## src/rtl/msd_pkg.sv

```systemverilog
// Package with the widths, reset values and helpers shared by the dispatch block files.
`default_nettype none

package msd_pkg;

	localparam int DEF_MAX_SERVERS = 16;

	localparam int ARR_W   = 20;
	localparam int SVC_W   = 16;
	localparam int CNT_W   = 5;
	localparam int IDX_O_W = 4;
	localparam int STAT_W  = 32;

	localparam logic [CNT_W-1:0] SRV_CNT_RST = CNT_W'(16);

	// Adds two 32-bit values and clamps the result at all ones on overflow.
	function automatic logic [STAT_W-1:0] sat_add(input logic [STAT_W-1:0] a,
			input logic [STAT_W-1:0] b);
		logic [STAT_W:0] s;
		s = {1'b0, a} + {1'b0, b};
		return s[STAT_W] ? {STAT_W{1'b1}} : s[STAT_W-1:0];
	endfunction

endpackage : msd_pkg

`default_nettype wire

```

## src/rtl/msd_if.sv

```systemverilog
// Valid/ready channel interfaces for the job input and the dispatch result.
`default_nettype none

interface msd_job_if
	import msd_pkg::*;
	();
	logic             valid;
	logic             ready;
	logic [ARR_W-1:0] arrival;
	logic [SVC_W-1:0] service_time;

	modport source (output valid, output arrival, output service_time, input ready);
	modport sink   (input valid, input arrival, input service_time, output ready);
endinterface : msd_job_if

interface msd_result_if
	import msd_pkg::*;
	();
	logic               valid;
	logic               ready;
	logic [IDX_O_W-1:0] server_index;
	logic [STAT_W-1:0]  job_wait;
	logic [STAT_W-1:0]  job_finish;
	logic [STAT_W-1:0]  server_jobs;
	logic [STAT_W-1:0]  wait_total;
	logic [STAT_W-1:0]  wait_peak;
	logic [STAT_W-1:0]  finish_latest;
	logic [STAT_W-1:0]  jobs_seen;

	modport source (output valid, output server_index, output job_wait, output job_finish,
		output server_jobs, output wait_total, output wait_peak, output finish_latest,
		output jobs_seen, input ready);
	modport sink   (input valid, input server_index, input job_wait, input job_finish,
		input server_jobs, input wait_total, input wait_peak, input finish_latest,
		input jobs_seen, output ready);
endinterface : msd_result_if

`default_nettype wire

```

## src/rtl/multi_server_dispatch.sv

```systemverilog
// Top level of the single-queue, multi-server, earliest-free job dispatcher.
`default_nettype none

// Each job transaction carries an arrival time and a service time and is assigned to one of
// the active servers: the lowest-numbered server that is already free at the arrival time,
// or, when none is free, the server that frees earliest (lowest number on a tie). One result
// transaction comes back per job, with the chosen server, the wait, the finish time, that
// server's job count and the running statistics. A job's result is registered after a scan
// of the active servers: the free times sit in a memory that is read one server per cycle,
// each read word passes through one shared compare stage, and the drain, calc and update
// states then drain that read, form the finish time and update the stores. The input becomes
// ready again in the cycle after the update. The job input is not ready while a job is in
// flight; a finished result waits in the output register while the next job is accepted and
// scanned, and that next job holds in its update state until the output register is empty
// or being read. server_count is written through cfg_we/cfg_data; the user must write it
// only while the block is idle, and the block itself does not enforce this. Zero acts as
// one server and values above MAX_SERVERS act as MAX_SERVERS. All stores read as zero after
// reset, so no clearing pass is needed.
module multi_server_dispatch
	import msd_pkg::*;
#(
	parameter int MAX_SERVERS = DEF_MAX_SERVERS
) (
	input  wire                clk,
	input  wire                arst_n,
	msd_job_if.sink            job,
	msd_result_if.source       result,
	input  wire                cfg_we,
	input  wire  [CNT_W-1:0]   cfg_data
);

	// Server index width, and a count width able to hold both the register and MAX_SERVERS.
	localparam int IDX_W = (MAX_SERVERS > 1) ? $clog2(MAX_SERVERS) : 1;
	localparam int SC_W0 = $clog2(MAX_SERVERS + 1);
	localparam int SC_W  = (SC_W0 > CNT_W) ? SC_W0 : CNT_W;

	typedef enum logic [2:0] {
		ST_IDLE,
		ST_SCAN,
		ST_DRAIN,
		ST_CALC,
		ST_UPD
	} state_t;

	state_t state_q;

	logic [CNT_W-1:0]  server_count_q;
	logic [ARR_W-1:0]  arr_q;
	logic [SVC_W-1:0]  svc_q;
	logic [IDX_W-1:0]  rd_idx_q;
	logic [IDX_W-1:0]  last_idx_q;
	logic              chk_vld_q;
	logic [IDX_W-1:0]  chk_idx_q;
	logic              found_q;
	logic [IDX_W-1:0]  found_idx_q;
	logic              first_q;
	logic [STAT_W-1:0] best_q;
	logic [IDX_W-1:0]  best_idx_q;
	logic [IDX_W-1:0]  pick_q;
	logic [STAT_W-1:0] wait_q;
	logic [STAT_W-1:0] finish_q;
	logic [MAX_SERVERS-1:0] vld_q;

	logic [STAT_W-1:0] wait_sum_q;
	logic [STAT_W-1:0] wait_max_q;
	logic [STAT_W-1:0] finish_max_q;
	logic [STAT_W-1:0] job_count_q;

	logic               out_vld_q;
	logic [IDX_O_W-1:0] out_idx_q;
	logic [STAT_W-1:0]  out_wait_q;
	logic [STAT_W-1:0]  out_finish_q;
	logic [STAT_W-1:0]  out_jobs_q;
	logic [STAT_W-1:0]  out_wsum_q;
	logic [STAT_W-1:0]  out_wmax_q;
	logic [STAT_W-1:0]  out_fmax_q;
	logic [STAT_W-1:0]  out_cnt_q;

	// Per-server memories; an entry without its valid bit reads as zero.
	logic [STAT_W-1:0] free_mem   [MAX_SERVERS];
	logic [STAT_W-1:0] served_mem [MAX_SERVERS];
	logic [STAT_W-1:0] free_rd_q;
	logic [STAT_W-1:0] served_rd_q;

	// Active server count, clamped to one..MAX_SERVERS.
	logic [SC_W-1:0]  sc_ext;
	logic [SC_W-1:0]  active;
	logic [IDX_W-1:0] last_idx;
	logic             job_acc;

	assign sc_ext   = SC_W'(server_count_q);
	assign active   = (sc_ext == '0) ? SC_W'(1) :
	                  (sc_ext > SC_W'(MAX_SERVERS)) ? SC_W'(MAX_SERVERS) : sc_ext;
	assign last_idx = IDX_W'(active - SC_W'(1));
	assign job.ready = (state_q == ST_IDLE);
	assign job_acc   = job.valid && job.ready;

	// The shared compare stage: one stored free time against the arrival and the running best.
	logic [STAT_W-1:0] arr_ext;
	logic              hit_free;
	logic              new_best;

	assign arr_ext  = STAT_W'(arr_q);
	assign hit_free = free_rd_q <= arr_ext;
	assign new_best = first_q || (free_rd_q < best_q);

	// Choice of server and base time once the scan is complete.
	logic [IDX_W-1:0]  pick_c;
	logic [STAT_W-1:0] base_c;
	logic [STAT_W-1:0] wait_c;

	assign pick_c = found_q ? found_idx_q : best_idx_q;
	assign base_c = found_q ? arr_ext : best_q;
	assign wait_c = found_q ? '0 : (best_q - arr_ext);

	// Store updates for the current job, applied when the output register can take it.
	logic              upd_go;
	logic [STAT_W-1:0] served_new;
	logic [STAT_W-1:0] wait_sum_new;
	logic [STAT_W-1:0] wait_max_new;
	logic [STAT_W-1:0] finish_max_new;
	logic [STAT_W-1:0] job_count_new;

	assign upd_go         = (state_q == ST_UPD) && (!out_vld_q || result.ready);
	assign served_new     = sat_add(served_rd_q, STAT_W'(1));
	assign wait_sum_new   = sat_add(wait_sum_q, wait_q);
	assign wait_max_new   = (wait_q > wait_max_q) ? wait_q : wait_max_q;
	assign finish_max_new = (finish_q > finish_max_q) ? finish_q : finish_max_q;
	assign job_count_new  = sat_add(job_count_q, STAT_W'(1));

	// Memory reads and writes. Free times are read at the scan address, the served count at
	// the chosen server during the finish calculation.
	always_ff @(posedge clk) begin
		free_rd_q <= vld_q[rd_idx_q] ? free_mem[rd_idx_q] : '0;
		if (state_q == ST_CALC) begin
			served_rd_q <= vld_q[pick_c] ? served_mem[pick_c] : '0;
		end
		if (upd_go) begin
			free_mem[pick_q]   <= finish_q;
			served_mem[pick_q] <= served_new;
		end
	end

	// Sequencer, statistics and the output register.
	always_ff @(posedge clk or negedge arst_n) begin
		if (!arst_n) begin
			state_q        <= ST_IDLE;
			server_count_q <= SRV_CNT_RST;
			rd_idx_q       <= '0;
			chk_vld_q      <= 1'b0;
			found_q        <= 1'b0;
			first_q        <= 1'b1;
			vld_q          <= '0;
			wait_sum_q     <= '0;
			wait_max_q     <= '0;
			finish_max_q   <= '0;
			job_count_q    <= '0;
			out_vld_q      <= 1'b0;
		end else begin
			if (cfg_we) begin
				server_count_q <= cfg_data;
			end

			if (result.ready && !upd_go) begin
				out_vld_q <= 1'b0;
			end

			if (chk_vld_q) begin
				if (!found_q && hit_free) begin
					found_q     <= 1'b1;
					found_idx_q <= chk_idx_q;
				end
				if (new_best) begin
					best_q     <= free_rd_q;
					best_idx_q <= chk_idx_q;
				end
				first_q <= 1'b0;
			end

			case (state_q)
				ST_IDLE: begin
					chk_vld_q <= 1'b0;
					if (job_acc) begin
						arr_q      <= job.arrival;
						svc_q      <= job.service_time;
						last_idx_q <= last_idx;
						rd_idx_q   <= '0;
						found_q    <= 1'b0;
						first_q    <= 1'b1;
						state_q    <= ST_SCAN;
					end
				end
				ST_SCAN: begin
					// The word read at rd_idx_q is compared in the following cycle.
					chk_vld_q <= 1'b1;
					chk_idx_q <= rd_idx_q;
					if (rd_idx_q == last_idx_q) begin
						state_q <= ST_DRAIN;
					end else begin
						rd_idx_q <= rd_idx_q + IDX_W'(1);
					end
				end
				ST_DRAIN: begin
					chk_vld_q <= 1'b0;
					state_q   <= ST_CALC;
				end
				ST_CALC: begin
					pick_q   <= pick_c;
					wait_q   <= wait_c;
					finish_q <= sat_add(base_c, STAT_W'(svc_q));
					state_q  <= ST_UPD;
				end
				ST_UPD: begin
					if (upd_go) begin
						vld_q[pick_q] <= 1'b1;
						wait_sum_q    <= wait_sum_new;
						wait_max_q    <= wait_max_new;
						finish_max_q  <= finish_max_new;
						job_count_q   <= job_count_new;
						out_vld_q     <= 1'b1;
						out_idx_q     <= IDX_O_W'(pick_q);
						out_wait_q    <= wait_q;
						out_finish_q  <= finish_q;
						out_jobs_q    <= served_new;
						out_wsum_q    <= wait_sum_new;
						out_wmax_q    <= wait_max_new;
						out_fmax_q    <= finish_max_new;
						out_cnt_q     <= job_count_new;
						state_q       <= ST_IDLE;
					end
				end
				default: begin
					state_q <= ST_IDLE;
				end
			endcase
		end
	end

	assign result.valid         = out_vld_q;
	assign result.server_index  = out_idx_q;
	assign result.job_wait      = out_wait_q;
	assign result.job_finish    = out_finish_q;
	assign result.server_jobs   = out_jobs_q;
	assign result.wait_total    = out_wsum_q;
	assign result.wait_peak     = out_wmax_q;
	assign result.finish_latest = out_fmax_q;
	assign result.jobs_seen     = out_cnt_q;

endmodule : multi_server_dispatch

`default_nettype wire
```

## src/flat_wrapper.sv

```systemverilog
// flat-port wrapper written by rule: the top's interface ports become plain ports
module multi_server_dispatch_flat import msd_pkg::*;
#(
	parameter int MAX_SERVERS = DEF_MAX_SERVERS
)
  (clk, arst_n, cfg_we, cfg_data, job_valid, job_arrival, job_service_time, job_ready, result_valid, result_server_index, result_job_wait, result_job_finish, result_server_jobs, result_wait_total, result_wait_peak, result_finish_latest, result_jobs_seen, result_ready);
  msd_job_if job_i ();
  msd_result_if result_i ();
  input  wire clk;
  input  wire arst_n;
  input  wire cfg_we;
  input  wire  [CNT_W-1:0] cfg_data;
  input wire logic [$bits(job_i.valid)-1:0] job_valid;
  input wire logic [$bits(job_i.arrival)-1:0] job_arrival;
  input wire logic [$bits(job_i.service_time)-1:0] job_service_time;
  output wire logic [$bits(job_i.ready)-1:0] job_ready;
  output wire logic [$bits(result_i.valid)-1:0] result_valid;
  output wire logic [$bits(result_i.server_index)-1:0] result_server_index;
  output wire logic [$bits(result_i.job_wait)-1:0] result_job_wait;
  output wire logic [$bits(result_i.job_finish)-1:0] result_job_finish;
  output wire logic [$bits(result_i.server_jobs)-1:0] result_server_jobs;
  output wire logic [$bits(result_i.wait_total)-1:0] result_wait_total;
  output wire logic [$bits(result_i.wait_peak)-1:0] result_wait_peak;
  output wire logic [$bits(result_i.finish_latest)-1:0] result_finish_latest;
  output wire logic [$bits(result_i.jobs_seen)-1:0] result_jobs_seen;
  input wire logic [$bits(result_i.ready)-1:0] result_ready;
  assign job_i.valid = job_valid;
  assign job_i.arrival = job_arrival;
  assign job_i.service_time = job_service_time;
  assign job_ready = job_i.ready;
  assign result_valid = result_i.valid;
  assign result_server_index = result_i.server_index;
  assign result_job_wait = result_i.job_wait;
  assign result_job_finish = result_i.job_finish;
  assign result_server_jobs = result_i.server_jobs;
  assign result_wait_total = result_i.wait_total;
  assign result_wait_peak = result_i.wait_peak;
  assign result_finish_latest = result_i.finish_latest;
  assign result_jobs_seen = result_i.jobs_seen;
  assign result_i.ready = result_ready;
  multi_server_dispatch #(.MAX_SERVERS(MAX_SERVERS)) u_core (.clk(clk), .arst_n(arst_n), .job(job_i), .result(result_i), .cfg_we(cfg_we), .cfg_data(cfg_data));
endmodule
```

## config.mk

```make
export PLATFORM = sky130hd
export DESIGN_NAME = multi_server_dispatch_flat
export DESIGN_NICKNAME = d
export VERILOG_FILES = /design/src/rtl/msd_pkg.sv /design/src/rtl/msd_if.sv /design/src/rtl/multi_server_dispatch.sv /design/src/flat_wrapper.sv
export SDC_FILE = /design/constraint.sdc
export NUM_CORES = 2
export LEC_CHECK = 0
export BUFFER_PORTS_ARGS = -buffer_cell sky130_fd_sc_hd__buf_2
export CAP_MARGIN = 30
export CORE_ASPECT_RATIO = 1.75
export CORE_UTILIZATION = 55
export CTS_CLUSTER_DIAMETER = 40
export DETAILED_ROUTE_END_ITERATION = 10
export PLACE_DENSITY = 0.77
export SYNTH_ARGS = -nofsm -noshare
export SYNTH_HDL_FRONTEND = slang
export SYNTH_SLANG_ARGS = --single-unit
```

## constraint.sdc

```tcl
create_clock -name clk -period 17.25 [get_ports clk]
set_input_delay 0 -clock clk [delete_from_list [all_inputs] [get_ports clk]]
set_output_delay 0 -clock clk [all_outputs]
set_load 0.02 [all_outputs]
```

* After elaboration in Yosys (flattened, before gate mapping)
Memory sizes are Yosys's and may differ from the RTL's. A register that Yosys moved wholly into a read port is not among the register bits. Index checks and enable logic that the tools add are counted.
Storage, ports and cells: memories kept 2, word-level logic and storage cells 119, output and inout bits 230, bits of input ports 46, register bits 540, bits in writable memories 1024
Cells by class: magnitude comparators 9, reductions and logical operators 26, eq/ne operators 9, add/subtract/negate cells 7, bitwise gates (word level) 1, muxes and demuxes 35
Memories:
- u_core.free_mem | depth 16, bits a word 32, read ports 1, clocked after Yosys merged registers in 1, write ports 1, line multi_server_dispatch.sv:80 | logic [STAT_W-1:0] free_mem [MAX_SERVERS];
- u_core.served_mem | depth 16, bits a word 32, read ports 1, clocked after Yosys merged registers in 1, write ports 1, line multi_server_dispatch.sv:81 | logic [STAT_W-1:0] served_mem [MAX_SERVERS];
Operators by type and width (number):
- $mux W32 | 6
- $add A32 B1 Y33 const B | 2
- $gt A32 B32 Y1 | 2
- $add A32 B16 Y33 | 1
- $add A32 B32 Y33 | 1
- $le A32 B20 Y1 | 1
- $lt A32 B32 Y1 | 1
- $sub A32 B20 Y32 | 1
- $mux W4 | 5
- $reduce_and A3 Y1 | 6
- $or A16 B16 Y16 | 1
- $lt A4 B5 Y1 const B | 3
- $mux W1 | 15
- $pmux W3 S5 | 1
- $mux W3 | 3
- $bmux W1 S4 | 2
- $pmux W4 S2 | 1
- $eq A3 B2 Y1 const B | 2
- $reduce_and A2 Y1 | 3
- $gt A5 B5 Y1 const B | 1
- $logic_and A1 B1 Y1 | 5
- $logic_not A1 Y1 | 5
- $logic_not A5 Y1 | 1
- $add A4 B1 Y4 const B | 1
- 13 further kinds | 17

* Longest topological paths before layout
depth after elaboration 8, depth in mapped cells 19, gate-level depth less buffers 13

* Worst setup path after synthesis
OpenSTA, ideal clock, no wires.
path type flip-flop to flip-flop, from register u_core.state_q[0], to register u_core.out_fmax_q[0], in the netlist u_core.result.finish_latest[0] (enable), required time 16.634 ns, arrival 6.800 ns, buffers on the path 4, setup slack 9.834 ns, setup time 0.616 ns, stages on the path, launching flop included 8, period minus slack after synthesis 7.416 ns, cell sequence dfrtp_1 > clkbuf_1 > nor2_1 > and3_1 > clkbuf_1 > clkbuf_1 > clkbuf_1 > and2_1
Between the ends: word-level cells in the longest chain between the ends 3
Ends and longest elaborated chain:
- start: declaration | line multi_server_dispatch.sv:45 | state_t state_q;
- start signal: assignment | line multi_server_dispatch.sv:147 | state_q <= ST_IDLE;
- start signal: assignment | line multi_server_dispatch.sv:190 | state_q <= ST_SCAN;
- start signal: assignment | line multi_server_dispatch.sv:198 | state_q <= ST_DRAIN;
- $eq A3 B3 Y1 (*) | line multi_server_dispatch.sv:124, multi_server_dispatch.sv:180
- $logic_and A1 B1 Y1 | line multi_server_dispatch.sv:124 | assign upd_go = (state_q == ST_UPD) && (!out_vld_q || result.ready);
- $reduce_and A3 Y1 (no line) (*)
- end signal: assignment | line multi_server_dispatch.sv:227 | out_fmax_q <= finish_max_new;
- end: declaration | line multi_server_dispatch.sv:76 | logic [STAT_W-1:0] out_fmax_q;
Every way passes the cells marked *; elsewhere a longest branch is shown, timed or not. A chain may end at the register's enable or synchronous reset.

* Final worst setup path
from register u_core.found_q, to register u_core.served_rd_q[5], read port of u_core.served_mem (data pin)
Between the ends: word-level cells in the longest chain between the ends 4
Ends and longest elaborated chain:
- start: declaration | line multi_server_dispatch.sv:54 | logic found_q;
- start signal: assignment | line multi_server_dispatch.sv:151 | found_q <= 1'b0;
- start signal: assignment | line multi_server_dispatch.sv:170 | found_q <= 1'b1;
- start signal: assignment | line multi_server_dispatch.sv:188 | found_q <= 1'b0;
- $mux W4 (*) | line multi_server_dispatch.sv:112 | assign pick_c = found_q ? found_idx_q : best_idx_q;
- $bmux W1 S4 | line multi_server_dispatch.sv:136 | served_rd_q <= vld_q[pick_c] ? served_mem[pick_c] : '0;
- $mux W1 (implied by the code) | line multi_server_dispatch.sv:136
- $logic_not A1 Y1 (no line)
- end: declaration | line multi_server_dispatch.sv:83 | logic [STAT_W-1:0] served_rd_q;
Every way passes the cells marked *; elsewhere a longest branch is shown, timed or not. The select of a mux whose other input is x is not followed.

==> flow_summary.toml <==
[setup_path]
crit_family = "buffers and inverters"
slowest_delay_ns = 0.57
cpMostUsedCell = "buf_4"
worstSetupPathDepth = 13
cp-end-kind = "flop"
worstSetupPathType = "flop to flop"
required_ns = 17.86
path_buf_inv = 6
r2r.worst_path.cells = 13
start_kind = "flop"
cp.arrival_ns = 5.28
crit_path_top_delay_cell = "buf_4"
path_max_fanout = 174
cp_cell_sequence = "buf_4, mux2i_4, buf_12, inv_6, buf_4, buf_16, nand2_1, and3_1, a311oi_1, a31oi_1, a21oi_2, buf_4, nor3b_1"
r2r_setup_slack_ns = 12.58
r2r-start = "u_core.found_q"
r2r_end = "u_core.served_rd_q[5]"

[clock_tree]
cts_tree = "yes"
cts_resized = 0
clkSinkCount = 1628
clk-insertion-delay-late_ns = 0.79
root_buffer = "clkbuf_16"
cts_inserted_buffers = 149
clkTransAtPathRegs_ns = 0.07
cts_max_level = 4
clockBufferDepth = 3

[hold_path]
min_path_type = "input port to async pin"

[power]
p_sw_share_pct = 33.3
pwr-share-seq_pct = 42.7
p_sw_mw = 4.08
share_comb_of_total_power_pct = 29.5
p_leak_nw = 28.3
p_clk_share_pct = 27.8
p_int_mw = 8.19
vdd_drop_max_mv = 0.0986
power_density_nw_per_um2 = 157

[logic_synthesis]
synth-async-reset-ratio_pct = 9.83
ys.flop_type = "edfxtp_1"
syn_avg_cell_area_um2 = 14.5
synth_fp_nets = 4962
syn_inst = 4726
synth_edf_count = 1436
syn_area_um2 = 68700
ys_seq_elements = 1628
yosysWarnings = 0
synth_cell_type_count = 79
synth-seq-area-share_pct = 69.5

[drt]
firstDrtPassIters = 6
routed_wl_um = 182000
ant_nets = 0
wl_per_cell_um = 26.5
vias = 42957
vias_per_cell = 6.24
drtIter0Drc = 4607
drcViolationCount = 0

[sta]
maxSlewHeadroom_pct = 28.5
worst_slack_ns = 12.58
hold_viol = 0
post-route-period-util_pct = 27.1
worstMarginPinSlew_ns = 1.07
hold_slack_ns = 0.0607
period_minus_slack_ns = 4.67
slew_violations = 0
setup_violations = 0
rsz0062_at_grt = "false"
finClkSkew_ns = 0.0308
setup-tns-final_ns = 0
fmax_mhz = 214

[floorplan]
die_area_um2 = 126000
num_rows = 171
die_y_um = 470
pin_count = 276
die_w_um = 269
start_util_pct = 55.4
core_area_um2 = 124000

[outcome]
status = "finished clean"

[finish]
final_common_cell = "edfxtp_1"
drive_gt1_share_pct = 17.7
final_cell_mix = "edfxtp_1 (1436), nand2_1 (770), buf_2 (275)"
syn_to_final_growth_pct = 13.9
nets = 5346
biggestRegsByFlops = "u_core.free_mem (512), u_core.served_mem (512)"

[global_route]
track_usage_pct = 28.6
grt_max_degree = 175
antenna_found_initial = 2
grt_pass1_wl_um = 268000
grt_pass1_vias = 42992
grt-ovfl-total = 0

[placed_design]
finalWeightedCongestion = 0.989
place_ws_ns = 12.67
portBuffers = 275
hpwl_um = 109000

[run]
maxCapViolations = 0
## layout make-up
type / instances / area, um2
clock inverter: 95 / 1040
multi-input combinational: 2716 / 19700
inverter: 156 / 596
fill: 8735 / 45800
timing repair buffer: 459 / 3180
tap: 1643 / 2060
antenna: 2 / 5.00
clock buffer: 180 / 3980
sequential: 1628 / 47800
## through the flow
stage | instance area (um2) | std cells | util [%] | total power, mW
2_1_floorplan | 68700 | 4726 | - | 7.75
3_3_place_gp | 72100 | 6495 | 58.1 | 8.73
3_5_place_dp | 72200 | 6504 | 58.2 | 8.83
4_1_cts | 78100 | 6870 | 63.0 | 12.2
5_1_grt | 78300 | 6878 | 63.1 | 12.8
6_report | 78300 | 6879 | 63.1 | 12.3
## worst reg2reg max path: stages, from the launching register on
cell and delay, ns:
dfrtp_4 0.39, buf_4 0.57, mux2i_4 0.18, buf_12 0.30, inv_6 0.62, buf_4 0.56
buf_16 0.33, nand2_1 0.12, and3_1 0.17, a311oi_1 0.25, a31oi_1 0.10, a21oi_2 0.18
buf_4 0.44, nor3b_1 0.29
## synthesized netlist by cell type (all sizes together), types with 12 or more instances
cell | instances | area share (%)
edfxtp | 1436 | 63
nand2 | 771 | 4.2
nand3 | 213 | 1.6
ha | 187 | 3.4
mux4 | 164 | 5.4
dfrtp | 158 | 5.8
o21ai | 157 | 1.1
inv | 155 | 0.85
clkbuf | 140 | 0.77
a311oi | 135 | 1.7
nor2 | 135 | 0.74
a21oi | 133 | 0.97
and3 | 91 | 0.84
buf | 86 | 0.58
mux2 | 86 | 1.4
a21o | 67 | 0.73
xnor2 | 57 | 0.73
xor2 | 56 | 0.71
a31oi | 51 | 0.46
nand4 | 44 | 0.40
nor3 | 43 | 0.33
nor2b | 42 | 0.38
nor3b | 33 | 0.36
dfxtp | 32 | 0.93
nand2b | 28 | 0.25
o21a | 24 | 0.26
or2 | 24 | 0.22
a211oi | 17 | 0.19
nor4 | 17 | 0.15
o211ai | 15 | 0.16
mux2i | 14 | 0.20
and2 | 13 | 0.12
or3 | 12 | 0.11
## repair_timing
item,4_1_cts,5_1_grt
buffers inserted,0,0
hold buffers,91,0
endpoints found under the setup margin,0,0
hold endpoints to repair,243,0
## routing by layer
| metal | track usage, % | wire length, um |
|---|---|---|
| met1 | 33.0 | 63200 |
| met2 | 50.3 | 94500 |
| met3 | 4.00 | 12800 |
| met4 | 17.4 | 11500 |
| met5 | 0 | 13 |
## cell families (layout without fill, tap and decap cells)
group	count (synthesis)	after routing	share of synthesized area (%)
AOI/OAI and AO/OA	660	660	6.40
and+or+nand+nor	1489	1489	9.99
DFF	1628	1628	69.5
muxes	264	264	6.99
other	0	2	0
adders and majority gates	190	190	3.49
xor gates and xnor gates	113	113	1.44
buffers and inverters	382	890	2.20
## how the worst max path moves through the flow
stage | start | to
6_report | u_core.found_q | u_core.served_rd_q[5]
5_1_grt | u_core.found_q | u_core.served_rd_q[21]
4_1_cts | u_core.found_q | u_core.served_rd_q[9]
3_5_place_dp | u_core.found_q | u_core.served_rd_q[21]
3_3_place_gp | u_core.finish_q[27] | u_core.finish_max_q[0]
2_1_floorplan | u_core.state_q[0] | u_core.result.finish_latest[0]
## power groups by stage
stage | registers [mW] | clock network [mW] | logic, mW
6_report | 5.24 | 3.41 | 3.62
5_1_grt | 5.27 | 3.56 | 3.92
4_1_cts | 5.24 | 3.43 | 3.57
3_5_place_dp | 5.31 | 0 | 3.52
3_3_place_gp | 5.30 | 0 | 3.43
2_1_floorplan | 5.20 | 0 | 2.55
Power figures use the tool's default switching activity.
